===== src/rtl/marker_rle_decoder_top_assert.svh =====
// assertion macros shared by the marker rle decoder modules
// depends on a clock named clk and a synchronous active-high reset named rst in scope
`ifndef MARKER_RLE_DECODER_TOP_ASSERT_SVH
`define MARKER_RLE_DECODER_TOP_ASSERT_SVH

// antecedent holds, consequent holds in the same cycle
`define MRD_ASSERT_SAME(lbl, ante, cons, msg) \
  lbl: assert property (@(posedge clk) disable iff (rst) (ante) |-> (cons)) else $error(msg);

// antecedent holds, consequent holds in the next cycle
`define MRD_ASSERT_NEXT(lbl, ante, cons, msg) \
  lbl: assert property (@(posedge clk) disable iff (rst) (ante) |=> (cons)) else $error(msg);

`endif


===== src/rtl/mrd_pkg.sv =====
// shared types and constants for the marker rle decoder
// no dependencies
package mrd_pkg;

  localparam int unsigned QDEPTH = 4;
  localparam int unsigned QPTR_W = $clog2(QDEPTH);
  localparam int unsigned QCNT_W = $clog2(QDEPTH + 1);

  localparam logic [7:0] SHORT_DESC_MAX = 8'd2;

  typedef enum logic [2:0] {
    PH_AWAIT = 3'd0,
    PH_TOKEN = 3'd1,
    PH_DESC  = 3'd2,
    PH_LOW   = 3'd3,
    PH_VALUE = 3'd4
  } phase_t;

  typedef struct packed {
    logic [7:0]  value;
    logic [15:0] count;
    logic        final_run;
    logic        truncated;
  } run_t;

  typedef struct packed {
    logic full;
    logic empty;
  } qstat_t;

endpackage


===== src/rtl/mrd_front.sv =====
// front end: accepts compressed bytes, tracks the token phase and forms runs
// depends on mrd_pkg and marker_rle_decoder_top_assert.svh
`include "marker_rle_decoder_top_assert.svh"

module mrd_front (
  input  logic          clk,
  input  logic          rst,
  input  logic          in_fire,
  input  logic [7:0]    in_byte,
  input  logic          first_of_stream,
  input  logic          last_of_stream,
  output logic          emit,
  output mrd_pkg::run_t run
);
  import mrd_pkg::*;

  phase_t      phase, phase_next;
  logic [7:0]  marker, marker_next;
  logic [14:0] run_count, run_count_next;

  always_ff @(posedge clk) begin
    if (rst) begin
      phase     <= PH_AWAIT;
      marker    <= 8'd0;
      run_count <= 15'd0;
    end else if (in_fire) begin
      phase     <= phase_next;
      marker    <= marker_next;
      run_count <= run_count_next;
    end
  end

  // next state
  always_comb begin
    phase_next = phase;
    if (first_of_stream) begin
      phase_next = last_of_stream ? PH_AWAIT : PH_TOKEN;
    end else begin
      case (phase)
        PH_TOKEN: begin
          if (last_of_stream) phase_next = PH_AWAIT;
          else if (in_byte == marker) phase_next = PH_DESC;
        end
        PH_DESC: begin
          if (last_of_stream) phase_next = PH_AWAIT;
          else if (in_byte <= SHORT_DESC_MAX) phase_next = PH_TOKEN;
          else if (in_byte[7]) phase_next = PH_LOW;
          else phase_next = PH_VALUE;
        end
        PH_LOW: begin
          phase_next = last_of_stream ? PH_AWAIT : PH_VALUE;
        end
        PH_VALUE: begin
          phase_next = last_of_stream ? PH_AWAIT : PH_TOKEN;
        end
        default: begin
          phase_next = PH_AWAIT;
        end
      endcase
    end
  end

  // outputs and datapath
  always_comb begin
    marker_next    = marker;
    run_count_next = run_count;
    emit           = 1'b0;
    run            = '0;
    if (first_of_stream) begin
      marker_next    = in_byte;
      run_count_next = 15'd0;
      emit           = last_of_stream;
      run.final_run  = 1'b1;
    end else begin
      case (phase)
        PH_TOKEN: begin
          if (in_byte != marker) begin
            emit          = 1'b1;
            run.value     = in_byte;
            run.count     = 16'd1;
            run.final_run = last_of_stream;
          end else begin
            emit          = last_of_stream;
            run.final_run = 1'b1;
            run.truncated = 1'b1;
          end
        end
        PH_DESC: begin
          if (in_byte <= SHORT_DESC_MAX) begin
            emit          = 1'b1;
            run.value     = marker;
            run.count     = {8'd0, in_byte} + 16'd1;
            run.final_run = last_of_stream;
          end else begin
            if (in_byte[7]) run_count_next = {in_byte[6:0], 8'd0};
            else run_count_next = {7'd0, in_byte};
            emit          = last_of_stream;
            run.final_run = 1'b1;
            run.truncated = 1'b1;
          end
        end
        PH_LOW: begin
          run_count_next = run_count | {7'd0, in_byte};
          emit           = last_of_stream;
          run.final_run  = 1'b1;
          run.truncated  = 1'b1;
        end
        PH_VALUE: begin
          emit          = 1'b1;
          run.value     = in_byte;
          run.count     = {1'b0, run_count} + 16'd1;
          run.final_run = last_of_stream;
        end
        default: begin
          emit = 1'b0;
        end
      endcase
    end
  end

  `MRD_ASSERT_NEXT(a_last_returns_to_await, in_fire && last_of_stream, phase == PH_AWAIT,
    "phase not idle after end of stream")
  `MRD_ASSERT_SAME(a_trunc_is_final, emit && run.truncated,
    run.final_run && (run.count == 16'd0), "truncated run not a final empty run")

endmodule


===== src/rtl/mrd_queue.sv =====
// short run queue between the parser and the output stage
// depends on mrd_pkg and marker_rle_decoder_top_assert.svh
`include "marker_rle_decoder_top_assert.svh"

module mrd_queue (
  input  logic            clk,
  input  logic            rst,
  input  logic            push,
  input  mrd_pkg::run_t   push_data,
  input  logic            pop,
  output mrd_pkg::run_t   pop_data,
  output mrd_pkg::qstat_t stat
);
  import mrd_pkg::*;

  run_t                slots [QDEPTH];
  logic [QPTR_W-1:0]   wr_ptr;
  logic [QPTR_W-1:0]   rd_ptr;
  logic [QCNT_W-1:0]   count;

  always_ff @(posedge clk) begin
    if (rst) begin
      wr_ptr <= '0;
      rd_ptr <= '0;
      count  <= '0;
    end else begin
      if (push) wr_ptr <= wr_ptr + QPTR_W'(1);
      if (pop) rd_ptr <= rd_ptr + QPTR_W'(1);
      if (push && !pop) count <= count + QCNT_W'(1);
      else if (pop && !push) count <= count - QCNT_W'(1);
    end
  end

  always_ff @(posedge clk) begin
    if (push) slots[wr_ptr] <= push_data;
  end

  assign pop_data   = slots[rd_ptr];
  assign stat.full  = (count == QCNT_W'(QDEPTH));
  assign stat.empty = (count == '0);

  `MRD_ASSERT_NEXT(a_pop_drains, pop && !push, count + QCNT_W'(1) == $past(count),
    "queue level did not drop after pop")
  `MRD_ASSERT_SAME(a_no_push_when_full, stat.full, !push || pop,
    "push into full queue")

endmodule


===== src/rtl/mrd_back.sv =====
// back end: output register that presents runs to the downstream receiver
// depends on mrd_pkg and marker_rle_decoder_top_assert.svh
`include "marker_rle_decoder_top_assert.svh"

module mrd_back (
  input  logic          clk,
  input  logic          rst,
  input  logic          q_valid,
  input  mrd_pkg::run_t q_data,
  output logic          q_pop,
  output logic          m_axis_tvalid,
  input  logic          m_axis_tready,
  output logic [23:0]   m_axis_tdata,   // out_value [7:0], repeat_count [23:8]
  output logic          m_axis_tuser,   // truncated
  output logic          m_axis_tlast
);
  import mrd_pkg::*;

  run_t held;
  logic load;

  assign load  = q_valid && (!m_axis_tvalid || m_axis_tready);
  assign q_pop = load;

  always_ff @(posedge clk) begin
    if (rst) begin
      m_axis_tvalid <= 1'b0;
    end else if (load) begin
      m_axis_tvalid <= 1'b1;
    end else if (m_axis_tready) begin
      m_axis_tvalid <= 1'b0;
    end
  end

  always_ff @(posedge clk) begin
    if (load) held <= q_data;
  end

  assign m_axis_tdata = {held.count, held.value};
  assign m_axis_tuser = held.truncated;
  assign m_axis_tlast = held.final_run;

  `MRD_ASSERT_NEXT(a_load_shows_run, load, m_axis_tvalid && (held == $past(q_data)),
    "loaded run not presented")

endmodule


===== src/rtl/marker_rle_decoder_top.sv =====
// top level of the marker rle decoder: parser, run queue and output stage
// depends on mrd_pkg, mrd_front, mrd_queue, mrd_back
//
// usage
//   slave channel s_axis_*: one compressed byte per transaction in tdata,
//   tuser marks the marker byte that opens a stream, tlast the final byte.
//   master channel m_axis_*: one run per transaction, tdata carries the
//   byte value and its 16-bit repeat count, tlast marks the last run of a
//   stream and tuser flags a stream that ended inside a marker token.
//   a byte yields zero or one run; a stream's first byte, a token's marker,
//   long descriptor and count bytes yield none unless they end the stream.
// throughput: one byte per cycle sustained; the parser updates its phase on
//   each accepted byte; the four-entry run queue decouples it from the output
//   register, so downstream stalls only back up once the queue is full.
// path: a run enters the run queue as its byte is accepted and moves to the
//   output register when free (parser to queue, queue to output register).
// reset: rst is synchronous; the parser waits for a marker byte, the queue
//   empties and m_axis_tvalid drops. bytes outside a stream are dropped.
// stall: while m_axis_tready is low the output run holds and the queue
//   fills; s_axis_tready falls only when the queue is full.
module marker_rle_decoder_top (
  input  logic        clk,
  input  logic        rst,
  input  logic        s_axis_tvalid,
  output logic        s_axis_tready,
  input  logic [7:0]  s_axis_tdata,   // in_byte [7:0]
  input  logic        s_axis_tuser,   // first_of_stream
  input  logic        s_axis_tlast,   // last_of_stream
  output logic        m_axis_tvalid,
  input  logic        m_axis_tready,
  output logic [23:0] m_axis_tdata,   // out_value [7:0], repeat_count [23:8]
  output logic        m_axis_tuser,   // truncated
  output logic        m_axis_tlast    // final_run
);
  import mrd_pkg::*;

  logic   in_fire;
  logic   emit;
  run_t   front_run;
  run_t   q_head;
  qstat_t q_stat;
  logic   q_pop;

  // input is taken whenever the queue has room
  assign s_axis_tready = !q_stat.full;
  assign in_fire       = s_axis_tvalid && s_axis_tready;

  mrd_front u_front (
    .clk             (clk),
    .rst             (rst),
    .in_fire         (in_fire),
    .in_byte         (s_axis_tdata),
    .first_of_stream (s_axis_tuser),
    .last_of_stream  (s_axis_tlast),
    .emit            (emit),
    .run             (front_run)
  );

  // only accepted bytes that produce a run enter the queue
  mrd_queue u_queue (
    .clk       (clk),
    .rst       (rst),
    .push      (in_fire && emit),
    .push_data (front_run),
    .pop       (q_pop),
    .pop_data  (q_head),
    .stat      (q_stat)
  );

  mrd_back u_back (
    .clk           (clk),
    .rst           (rst),
    .q_valid       (!q_stat.empty),
    .q_data        (q_head),
    .q_pop         (q_pop),
    .m_axis_tvalid (m_axis_tvalid),
    .m_axis_tready (m_axis_tready),
    .m_axis_tdata  (m_axis_tdata),
    .m_axis_tuser  (m_axis_tuser),
    .m_axis_tlast  (m_axis_tlast)
  );

endmodule


===== config.mk =====
export PLATFORM = sky130hd
export DESIGN_NAME = marker_rle_decoder_top
export DESIGN_NICKNAME = d
export VERILOG_FILES = /design/src/rtl/mrd_pkg.sv /design/src/rtl/mrd_front.sv /design/src/rtl/mrd_queue.sv /design/src/rtl/mrd_back.sv /design/src/rtl/marker_rle_decoder_top.sv
export VERILOG_INCLUDE_DIRS = /design/src /design/src/rtl
export SDC_FILE = /design/constraint.sdc
export NUM_CORES = 1
export LEC_CHECK = 0
export BUFFER_PORTS_ARGS = -buffer_cell sky130_fd_sc_hd__buf_2
export CAP_MARGIN = 20
export CORE_AREA = 2 2 108 110
export CTS_CLUSTER_DIAMETER = 150
export DETAILED_ROUTE_END_ITERATION = 8
export DIE_AREA = 0 0 110 112
export PLACE_DENSITY = 0.83
export SETUP_SLACK_MARGIN = 0.5
export SKIP_LAST_GASP = 1
export SYNTH_ARGS = -nofsm -noshare
export SYNTH_HDL_FRONTEND = slang
export SYNTH_HIERARCHICAL = 1
export SYNTH_SLANG_ARGS = --single-unit
export TNS_END_PERCENT = 50

===== constraint.sdc =====
create_clock -name clk -period 6 [get_ports clk]
set_clock_uncertainty 0.15 [all_clocks]
set_input_delay 0.3 -clock clk [delete_from_list [all_inputs] [get_ports clk]]
set_output_delay 0.3 -clock clk [all_outputs]
set_load 0.02 [all_outputs]

==> results of run 1 <==
[stage by stage]
step | instances | util (%)
6_report | 683 | 71.5
5_1_grt | 683 | 71.5
4_1_cts | 683 | 71.5
3_5_place_dp | 651 | 66.4
3_3_place_gp | 651 | 66.4
2_1_floorplan | 487 | -
[report_power, final]
part	internal, mW	switching, mW
sequential	1.42	0.0623
clock	0.606	0.424
combinational	0.256	0.418
[worst max-delay path, cell delays in order, from the launching register on]
cell      delay [ns]
dfxtp_1         0.52
or3b_1          0.44
nor4_2          0.30
buf_4           0.29
nor3_1          0.09
a221oi_2        0.24
and3b_1         0.35
and2_1          0.75
buf_4           0.32
[logic make-up (layout without fill, tap and decap cells)]
family                   after synthesis  in the layout  synth area share (%)
XOR/XNOR                              28             28                  3.43
AND/OR/NAND/NOR                      122            122                  8.91
buffers and inverters                 47            100                  3.48
adder cells (fa/ha/maj)                9              9                  1.68
AO/OA/AOI/OAI                         87             87                  9.05
flip-flops                           166            166                  64.7
multiplexers                          28             28                  8.78
[layout by cell type (no fill, tap or decap), types with 4 or more instances in the layout]
master	count
mux4_1	6
a21o_1	5
nand3_1	5
clkbuf_16	17
o21ai_1	7
buf_2	41
nor4_1	7
a32o_1	6
dfxtp_1	36
nor3_1	8
nand2_1	33
inv_1	17
ha_1	8
nand4_1	12
o21ai_0	7
xnor2_1	11
and2_1	4
xor2_1	17
a21oi_1	33
buf_4	10
mux4_2	20
nor2b_1	5
nor2_1	26
edfxtp_1	130
a211oi_2	7
[flip-flops by register name (all words and copies together), names as in the netlist, named ones only]
register / count
u_queue/count: 3
u_back/m_axis_tlast: 1
u_queue/rd_ptr: 2
u_back/m_axis_tdata: 24
u_queue/wr_ptr: 2
u_back/m_axis_tuser: 1
u_front/run_count: 15
u_queue/slots: 104
u_front/marker: 8
u_back/m_axis_tvalid: 1
u_front/phase: 3
[worst max path at each step]
stage,slack (ns),cells after the start,to
global placement,2.44,9,u_queue/slots[0][20]
finish,2.25,8,u_queue/slots[0][24]
floorplan,2.67,13,u_queue/count[2]
CTS,2.25,8,u_queue/slots[0][15]
detailed placement,2.29,8,u_queue/slots[0][17]
global route,2.03,12,u_queue/count[2]
[Yosys cell counts, types with 4 or more instances]
master and n:
edfxtp_1 130, nor3_1 8, nand4_1 12, xnor2_1 11
ha_1 8, nand2_1 33, nor2_1 26, buf_2 7
and2_1 4, a21o_1 5, o21ai_0 7, mux4_1 6
nor2b_1 5, xor2_1 17, clkbuf_1 14, inv_1 17
a32o_1 6, a21oi_1 33, o21ai_1 7, a211oi_2 7
dfxtp_1 36, mux4_2 20, nor4_1 7, nand3_1 5
[layer usage]
| metal | global-route usage, % | share of wire [%] |
|---|---|---|
| met1 | 33.4 | 41 |
| met3 | 7.14 | 6.9 |
| met4 | 11.4 | 3.0 |
| met2 | 41.3 | 49 |
| met5 | 0 | 0 |
[layout make-up]
cell class | instances | area [um2]
clock buffer | 18 | 429
clock inverter | 13 | 130
fill | 704 | 3180
inverter | 17 | 63.8
multi-input combinational | 274 | 2280
sequential | 166 | 4620
tap | 143 | 179
timing repair buffer | 52 | 290
==> results.cfg, run 1 <==
[timing]
fin_crit_ns = 3.75
fin_ws_ns = 2.25
fin_setup_tns_ns = 0
hold_viol = 0
rsz0062_at_grt = false
timing.hold.ws_ns = 0.0276
fmaxAchievable_mhz = 266
tightestPinTransition_ns = 0.883
finalCritPeriodShare_pct = 62.6
maxSlewHeadroom_pct = 41.1
slew_viol_final = 0
setup_viol = 0

[layout]
finalNetCount = 551
antennaDiodeCount = 0
drive_above_1_share_pct = 22.2
final_area_um2 = 7990
area_growth_pct = 11.8

[logic_synthesis]
ys_async_sr_fraction_pct = 0
syn_nets = 510
yosys_warnings = 6
netlist_area_um2 = 7150
synth_cell_types = 61
synth_edf_count = 130
syn_avg_cell_area_um2 = 14.7
ys_seq_area_share_pct = 64.7
ys_ff_latch = 166
synth_top_area_share_pct = 54.6
ys_top_cells_by_area = edfxtp_1, dfxtp_1, mux4_2
netlist_instances = 487
netlist.top_cell.by_area = edfxtp_1
synthFlopType = edfxtp_1

[critical_path]
rr_startpoint = u_front/phase[1]
crit_required_ns = 5.98
r2r_end = u_queue/slots[0][24]
startpoint_type = flop
critPathKind = reg -> reg
worstSetupEndpointType = flop
cp-startpoint = u_front/phase[1]
regToRegSetupSlack_ns = 2.25
cp.arrival_ns = 3.73
path_max_fanout = 20
ff2ff_path_depth = 8

[global_routing]
grt_pass1_vias = 4355
grt_antenna_before_repair = 0
overflow = 0
grt_pass1_wl_um = 23100
grt_max_degree = 30
grt_usage_pct = 26.0

[placed_design]
port-buffer-count = 41
dp.final_hpwl_um = 9840
dpl_cell_area_um2 = 7420
gp_congestion = 0.943
preCtsSetupSlack_ns = 2.29

[job]
drv_cap = 0

[pwr]
max-vdd-ir-drop_mv = 0.443
p_leak_nw = 2.68
finalPower_mw = 3.19
powerDensity_nw_per_um2 = 399

[floorplanning]
fp.dieW_um = 110
dieArea_um2 = 12300
initial_core_util_pct = 64.0
die_h_um = 112
rows = 39
core-area_um2 = 11200
io_pins = 42

[hold_path]
hold_end = u_front/phase[0]
holdCritPathClass = in -> reg
min_path_cells = 2
hp-start = s_axis_tlast

[clock_network]
cts_sinks = 166
clk_pin_slew_worst_paths_ns = 0.06
htree_levels = 4
clock_path_buffers = 2
cts_tree = built
post_cts_buffers = 0
cts-root-buf = clkbuf_16
cts_resized = 0
cts_inserted_buffers = 17
holdBufCountCts = 1
clkLatencyLatePin_ns = 0.42

[drt]
drt_iter0_drc = 423
vias_per_cell = 6.29
drc = 0
postRouteAntennaNets = 0
drt_wl_total_um = 14700
firstDrtPassIters = 5
vias = 4297
wl_per_cell_um = 21.5

[outcome]
status = completed
No activity file was read; power rests on OpenSTA's default activity.
==> run 2, diff against run 1 <==
Settings changed: ABC_AREA set to 1, CORE_AREA 2 2 108 110 to 2 2 112 114, DIE_AREA 0 0 110 112 to 0 0 114 116, PLACE_DENSITY 0.83 to 0.78.
Clock period 6 ns to 3.91 ns, I/O delays scaled along.
==> results.cfg, run 2 <==
[clock_network]
clock_path_buffers = 2
cts_resized = 0
cts_tree = built
clk_pin_slew_worst_paths_ns = 0.06
htree_levels = 4
cts_sinks = 166
cts-root-buf = clkbuf_16
cts_inserted_buffers = 17
clkLatencyLatePin_ns = 0.42

[critical_path]
crit_required_ns = 4.08
path_max_fanout = 6
cp_num_buf_inv = 9
startpoint_type = primary input
cp.arrival_ns = 3.11
r2r_end = u_queue/count[2]
worstSetupEndpointType = flop
regToRegSetupSlack_ns = 1.11
critPathMostFrequentCell = inv_1
worstPathCellList = dlygate4sd3_1 -> buf_2 -> inv_2 -> ha_1 -> inv_1 -> nand2_1 -> nand2_2 -> nor2_4 -> nand2_1 -> o211ai_1 -> o22ai_1 -> inv_1 -> inv_1 -> nor2_2 -> ha_1 -> inv_1 -> fa_1 -> inv_1 -> nand2_1 -> nand3_1 -> nand2_1 -> inv_1 -> nor2_1
crit_path_top_delay_cell = dlygate4sd3_1
rr_startpoint = u_front/phase[0]
critPathTopFamily = buffers and inverters
ff2ff_path_depth = 19
critPathKind = in -> reg
slowest_delay_ns = 0.53

[placed_design]
port-buffer-count = 41
gp_congestion = 0.927
dpl_cell_area_um2 = 7400
dp.final_hpwl_um = 9500

[drt]
firstDrtPassIters = 5
vias_per_cell = 5.85
drt_wl_total_um = 14900
drc = 0
drt_iter0_drc = 541
wl_per_cell_um = 16.9
vias = 5136
postRouteAntennaNets = 0

[timing]
fmaxAchievable_mhz = 340
tightestPinTransition_ns = 1.05
slew_viol_final = 0
hold_viol = 0
fin_crit_ns = 2.94
setup_viol = 0
maxSlewHeadroom_pct = 29.8
finalCritPeriodShare_pct = 75.2
fin_setup_tns_ns = 0
rsz0062_at_grt = false

[logic_synthesis]
ys_async_sr_fraction_pct = 0
synth_cell_types = 40
netlist.top_cell.by_area = edfxtp_1
netlist_instances = 663
ys_top_cells_by_area = edfxtp_1, dfxtp_1, nor2_1
syn_nets = 686
synthFlopType = edfxtp_1
synth_edf_count = 130
ys_seq_area_share_pct = 64.9
synth_top_area_share_pct = 54.8
synth_common_cells = edfxtp_1, nor2_1, nand2_1
synth_most_common_cell = edfxtp_1
ys_ff_latch = 166
yosys_warnings = 6
netlist_area_um2 = 7120
syn_avg_cell_area_um2 = 10.7

[floorplanning]
io_pins = 42
core-area_um2 = 11900
rows = 40
initial_core_util_pct = 59.8
fp.dieW_um = 114
dieArea_um2 = 13200
die_h_um = 116

[outcome]
status = completed

[layout]
layout_common_cells = edfxtp_1, nor2_1, nand2_1, o21ai_0, inv_1
mostFrequentLayoutCell = edfxtp_1
nFillCells = 872
regMostFlops = u_queue/slots
antennaDiodeCount = 0
largest_register_ff_count = 104
drive_above_1_share_pct = 17.2
area_growth_pct = 14.2
final_area_um2 = 8130
finalNetCount = 741

[pwr]
p_leak_nw = 3.06
powerDensity_nw_per_um2 = 667
max-vdd-ir-drop_mv = 0.309

[global_routing]
grt_pass1_wl_um = 23700
grt_pass1_vias = 4827
grt_max_degree = 53
grt_antenna_before_repair = 0
grt_usage_pct = 23.8
overflow = 0

[hold_path]
holdCritPathClass = in -> reg
min_path_cells = 5
hp-start = s_axis_tvalid
hold_end = u_queue/wr_ptr[0]

[job]
drv_cap = 0
## run 2: cell types whose count changed after synthesis, sizes merged, moves of 26 or more
cell   change
o22ai     +27
nand2     +57
nor2      +70
mux4      -26
inv       +52
o21ai     +66
## run 2: layout make-up
class,count,area [um2],share of cell area (%)
clock buffers,18,429,5.28
clock inverters,14,174,2.14
inverters,69,264,3.25
multi-input cells,402,2060,25.3
flip-flops and latches,166,4620,56.9
well taps,147,184,2.26
repair buffers,62,398,4.89
## run 2: cell families (layout without fill, tap and decap cells)
family                     after synthesis  after routing  share of synthesized area (%)
AOI/OAI and AO/OA                      168            168                           13.4
xor gates and xnor gates                 6              6                          0.738
adders and majority gates                9              9                           1.69
buffers and inverters                   95            163                           6.17
DFF                                    166            166                           64.9
and+or+nand+nor                        219            219                           13.1
## run 2: stage by stage
stage	power, mW	hold slack, ns	setup slack [ns]	utilization (%)	std cells
after global routing	5.70	0.140	0.724	68.3	878
after CTS	5.46	0.0695	1.03	68.2	877
after global placement	3.71	0.274	1.29	62.1	833
after floorplan	3.40	0.108	0.670	-	663
after detailed placement	3.77	0.311	1.18	62.1	833
final	5.43	0.0822	0.971	68.3	878
## run 2: worst max path at each step
stage | endpoint | startpoint | cells past startpoint | slack [ns]
2_1_floorplan | u_queue/count[1] | u_queue/count[0] | 10 | 0.67
3_3_place_gp | u_queue/count[2] | s_axis_tdata[1] | 21 | 1.29
3_5_place_dp | u_queue/count[2] | s_axis_tdata[0] | 22 | 1.18
4_1_cts | u_queue/count[2] | s_axis_tdata[0] | 23 | 1.03
5_1_grt | u_queue/count[2] | s_axis_tdata[0] | 23 | 0.72
6_report | u_queue/count[2] | s_axis_tdata[0] | 23 | 0.97
## run 2: routing by layer
metal	vias to the layer above	wire [um]	GRT usage, %
met2	236	7410	39.3
met1	2449	6140	30.6
met4	0	338	10.9
li1	2417	-	-
met5	-	0	0
met3	34	976	4.97
## run 2: what timing repair did
action,CTS,global route
hold endpoints to repair,16,0
buffers inserted,0,0
hold buffers,12,0
## run 2: worst reg2reg max path, cell delays in order, from the launching register on
cell and delay (ns):
dfxtp_1 0.40, inv_1 0.11, nor2_1 0.11, nand2_1 0.08, inv_1 0.11, nand2_1 0.10, nand2_2 0.18, o22ai_1 0.10
inv_1 0.06, inv_1 0.04, nor2_2 0.20, ha_1 0.21, inv_1 0.07, fa_1 0.40, inv_1 0.08, nand2_1 0.07
nand3_1 0.07, nand2_1 0.07, inv_1 0.06, nor2_1 0.04
## run 2: power by group
group	switching (mW)	leakage, nW	internal (mW)	total, mW
clock network	0.669	0.273	1.01	1.68
logic	0.945	1.25	0.405	1.35
registers	0.138	1.53	2.26	2.40
==> run 3, diff against run 2 <==
Settings changed: ABC_AREA 1 to 0, CORE_AREA 2 2 112 114 to 2 2 113 115, DIE_AREA 0 0 114 116 to 0 0 115 117, PLACE_DENSITY 0.78 to 0.77.
Clock period 3.91 ns to 3 ns, I/O delays scaled along.
==> results.cfg, run 3 (same netlist as run 1, synthesis figures left out) <==
[outcome]
status = completed

[layout]
mostFrequentLayoutCell = edfxtp_1
drive_above_1_share_pct = 30.2
layout_common_cells = edfxtp_1, buf_2, nand2_1, dfxtp_1, a21oi_1
antennaDiodeCount = 0
regMostFlops = u_queue/slots
area_growth_pct = 20.9
final_util_pct = 70.2
largest_register_ff_count = 104
finalNetCount = 589
final_area_um2 = 8640

[critical_path]
crit_path_top_delay_cell = or3b_4
worstPathCellList = or3b_4 -> nor4_4 -> nor3_2 -> a221oi_2 -> and3b_2 -> ha_4 -> inv_2 -> fa_2 -> xor2_1 -> or3_1 -> a21oi_1
regToRegSetupSlack_ns = 0.24
path_max_fanout = 2
crit_required_ns = 3.20
rr_startpoint = u_front/phase[2]
slowest_delay_ns = 0.41
startpoint_type = flop
r2r_end = u_queue/count[2]
critPathKind = reg -> reg
cp.arrival_ns = 2.96
ff2ff_path_depth = 11
worstSetupEndpointType = flop

[drt]
drt_wl_total_um = 15400
firstDrtPassIters = 5
drt_iter0_drc = 355
vias_per_cell = 6.16
drc = 0
vias = 4488
wl_per_cell_um = 21.1
postRouteAntennaNets = 0

[global_routing]
grt_pass1_vias = 4444
grt_max_degree = 30
grt_pass1_wl_um = 23200
overflow = 0
grt_usage_pct = 23.7
grt_antenna_before_repair = 0

[pwr]
seqPwrFrac_pct = 43.3
powerDensity_nw_per_um2 = 794
combPwrFrac_pct = 21.0
power_switching_share_pct = 27.2
p_int_mw = 5.00
power.switching_mw = 1.86
max-vdd-ir-drop_mv = 0.745
pwr-share-clk_pct = 35.8
p_leak_nw = 2.98

[hold_path]
hold_end = u_front/run_count[13]
min_path_cells = 4
holdCritPathClass = in -> reg
hp-start = s_axis_tdata[5]

[timing]
fin_setup_tns_ns = 0
tightestPinTransition_ns = 0.857
finalCritPeriodShare_pct = 92.1
fin_ws_ns = 0.238
fmaxAchievable_mhz = 362
fin_crit_ns = 2.76
maxSlewHeadroom_pct = 42.8
hold_viol = 0
setup_viol = 0
rsz0062_at_grt = true
slew_viol_final = 0

[floorplanning]
core-area_um2 = 12300
fp.dieW_um = 115
dieArea_um2 = 13500
initial_core_util_pct = 58.1
io_pins = 42
die_h_um = 117
rows = 41

[job]
drv_cap = 0

[clock_network]
htree_levels = 4
clkLatencyLatePin_ns = 0.43
cts_sinks = 166
cts-root-buf = clkbuf_16
clock_path_buffers = 2
cts_tree = built
cts_inserted_buffers = 17
clk_pin_slew_worst_paths_ns = 0.06

[placed_design]
gp_congestion = 0.908
preCtsSetupSlack_ns = -0.0468
dpl_cell_area_um2 = 7640
port-buffer-count = 41
dp.final_hpwl_um = 8830
run 3: through the flow:
step / hold WS [ns] / instances / power, mW
2_1_floorplan: 0.0624 / 487 / 4.04
3_3_place_gp: 0.285 / 674 / 4.38
3_5_place_dp: 0.291 / 674 / 4.42
4_1_cts: 0.00202 / 721 / 6.89
5_1_grt: 0.0163 / 729 / 7.13
6_report: 0.0231 / 729 / 6.86
run 3: timing repair:
| item | in CTS | in global routing |
|---|---|---|
| pin swaps | 4 | 2 |
| setup buffers | 5 | 3 |
| hold endpoints to repair | 15 | 0 |
| gates cloned | 2 | 5 |
| resized for setup | 10 | 12 |
| endpoints found under the setup margin | 77 | 106 |
| hold buffers | 8 | 0 |
run 3: cell type report:
type	instances	area, um2
sequential	166	4630
fill	812	3670
multi-input combinational	275	2360
timing repair buffer	89	723
clock buffer	17	425
clock inverter	15	251
tap	150	188
inverter	17	63.8
run 3: how the worst max path moves through the flow:
stage / endpoint / startpoint / cells after the start
5_1_grt: u_queue/count[2] / u_front/phase[2] / 11
3_3_place_gp: u_queue/count[2] / s_axis_tdata[4] / 12
3_5_place_dp: u_queue/count[2] / s_axis_tdata[4] / 12
4_1_cts: u_queue/count[2] / u_front/phase[0] / 11
2_1_floorplan: u_queue/count[2] / s_axis_tdata[4] / 13
6_report: u_queue/count[2] / u_front/phase[2] / 11
run 3: critical path: cells and delay by family, from the launching register on:
kind                       cells  cell delay [ns]
AOI/OAI and AO/OA              2             0.33
xor gates and xnor gates       1             0.16
adders and majority gates      2             0.46
buffers and inverters          1             0.03
DFF                            1             0.32
and+or+nand+nor                5             1.23
run 3: routing by layer:
metal / GRT usage (%) / share of wire, % / vias up
li1: - / - / 2034
met1: 30.0 / 40 / 2239
met2: 38.4 / 51 / 184
met3: 7.21 / 5.9 / 31
met4: 10.4 / 3.0 / 0
met5: 0 / 0 / -
run 3: power groups by stage:
| stage | Clock, mW | Sequential [mW] | Combinational, mW |
|---|---|---|---|
| 2_1_floorplan | 0 | 3.25 | 0.790 |
| 3_5_place_dp | 0 | 3.02 | 1.40 |
| 6_report | 2.45 | 2.97 | 1.44 |
| 5_1_grt | 2.56 | 3.01 | 1.56 |
| 3_3_place_gp | 0 | 3.00 | 1.37 |
| 4_1_cts | 2.48 | 2.97 | 1.44 |
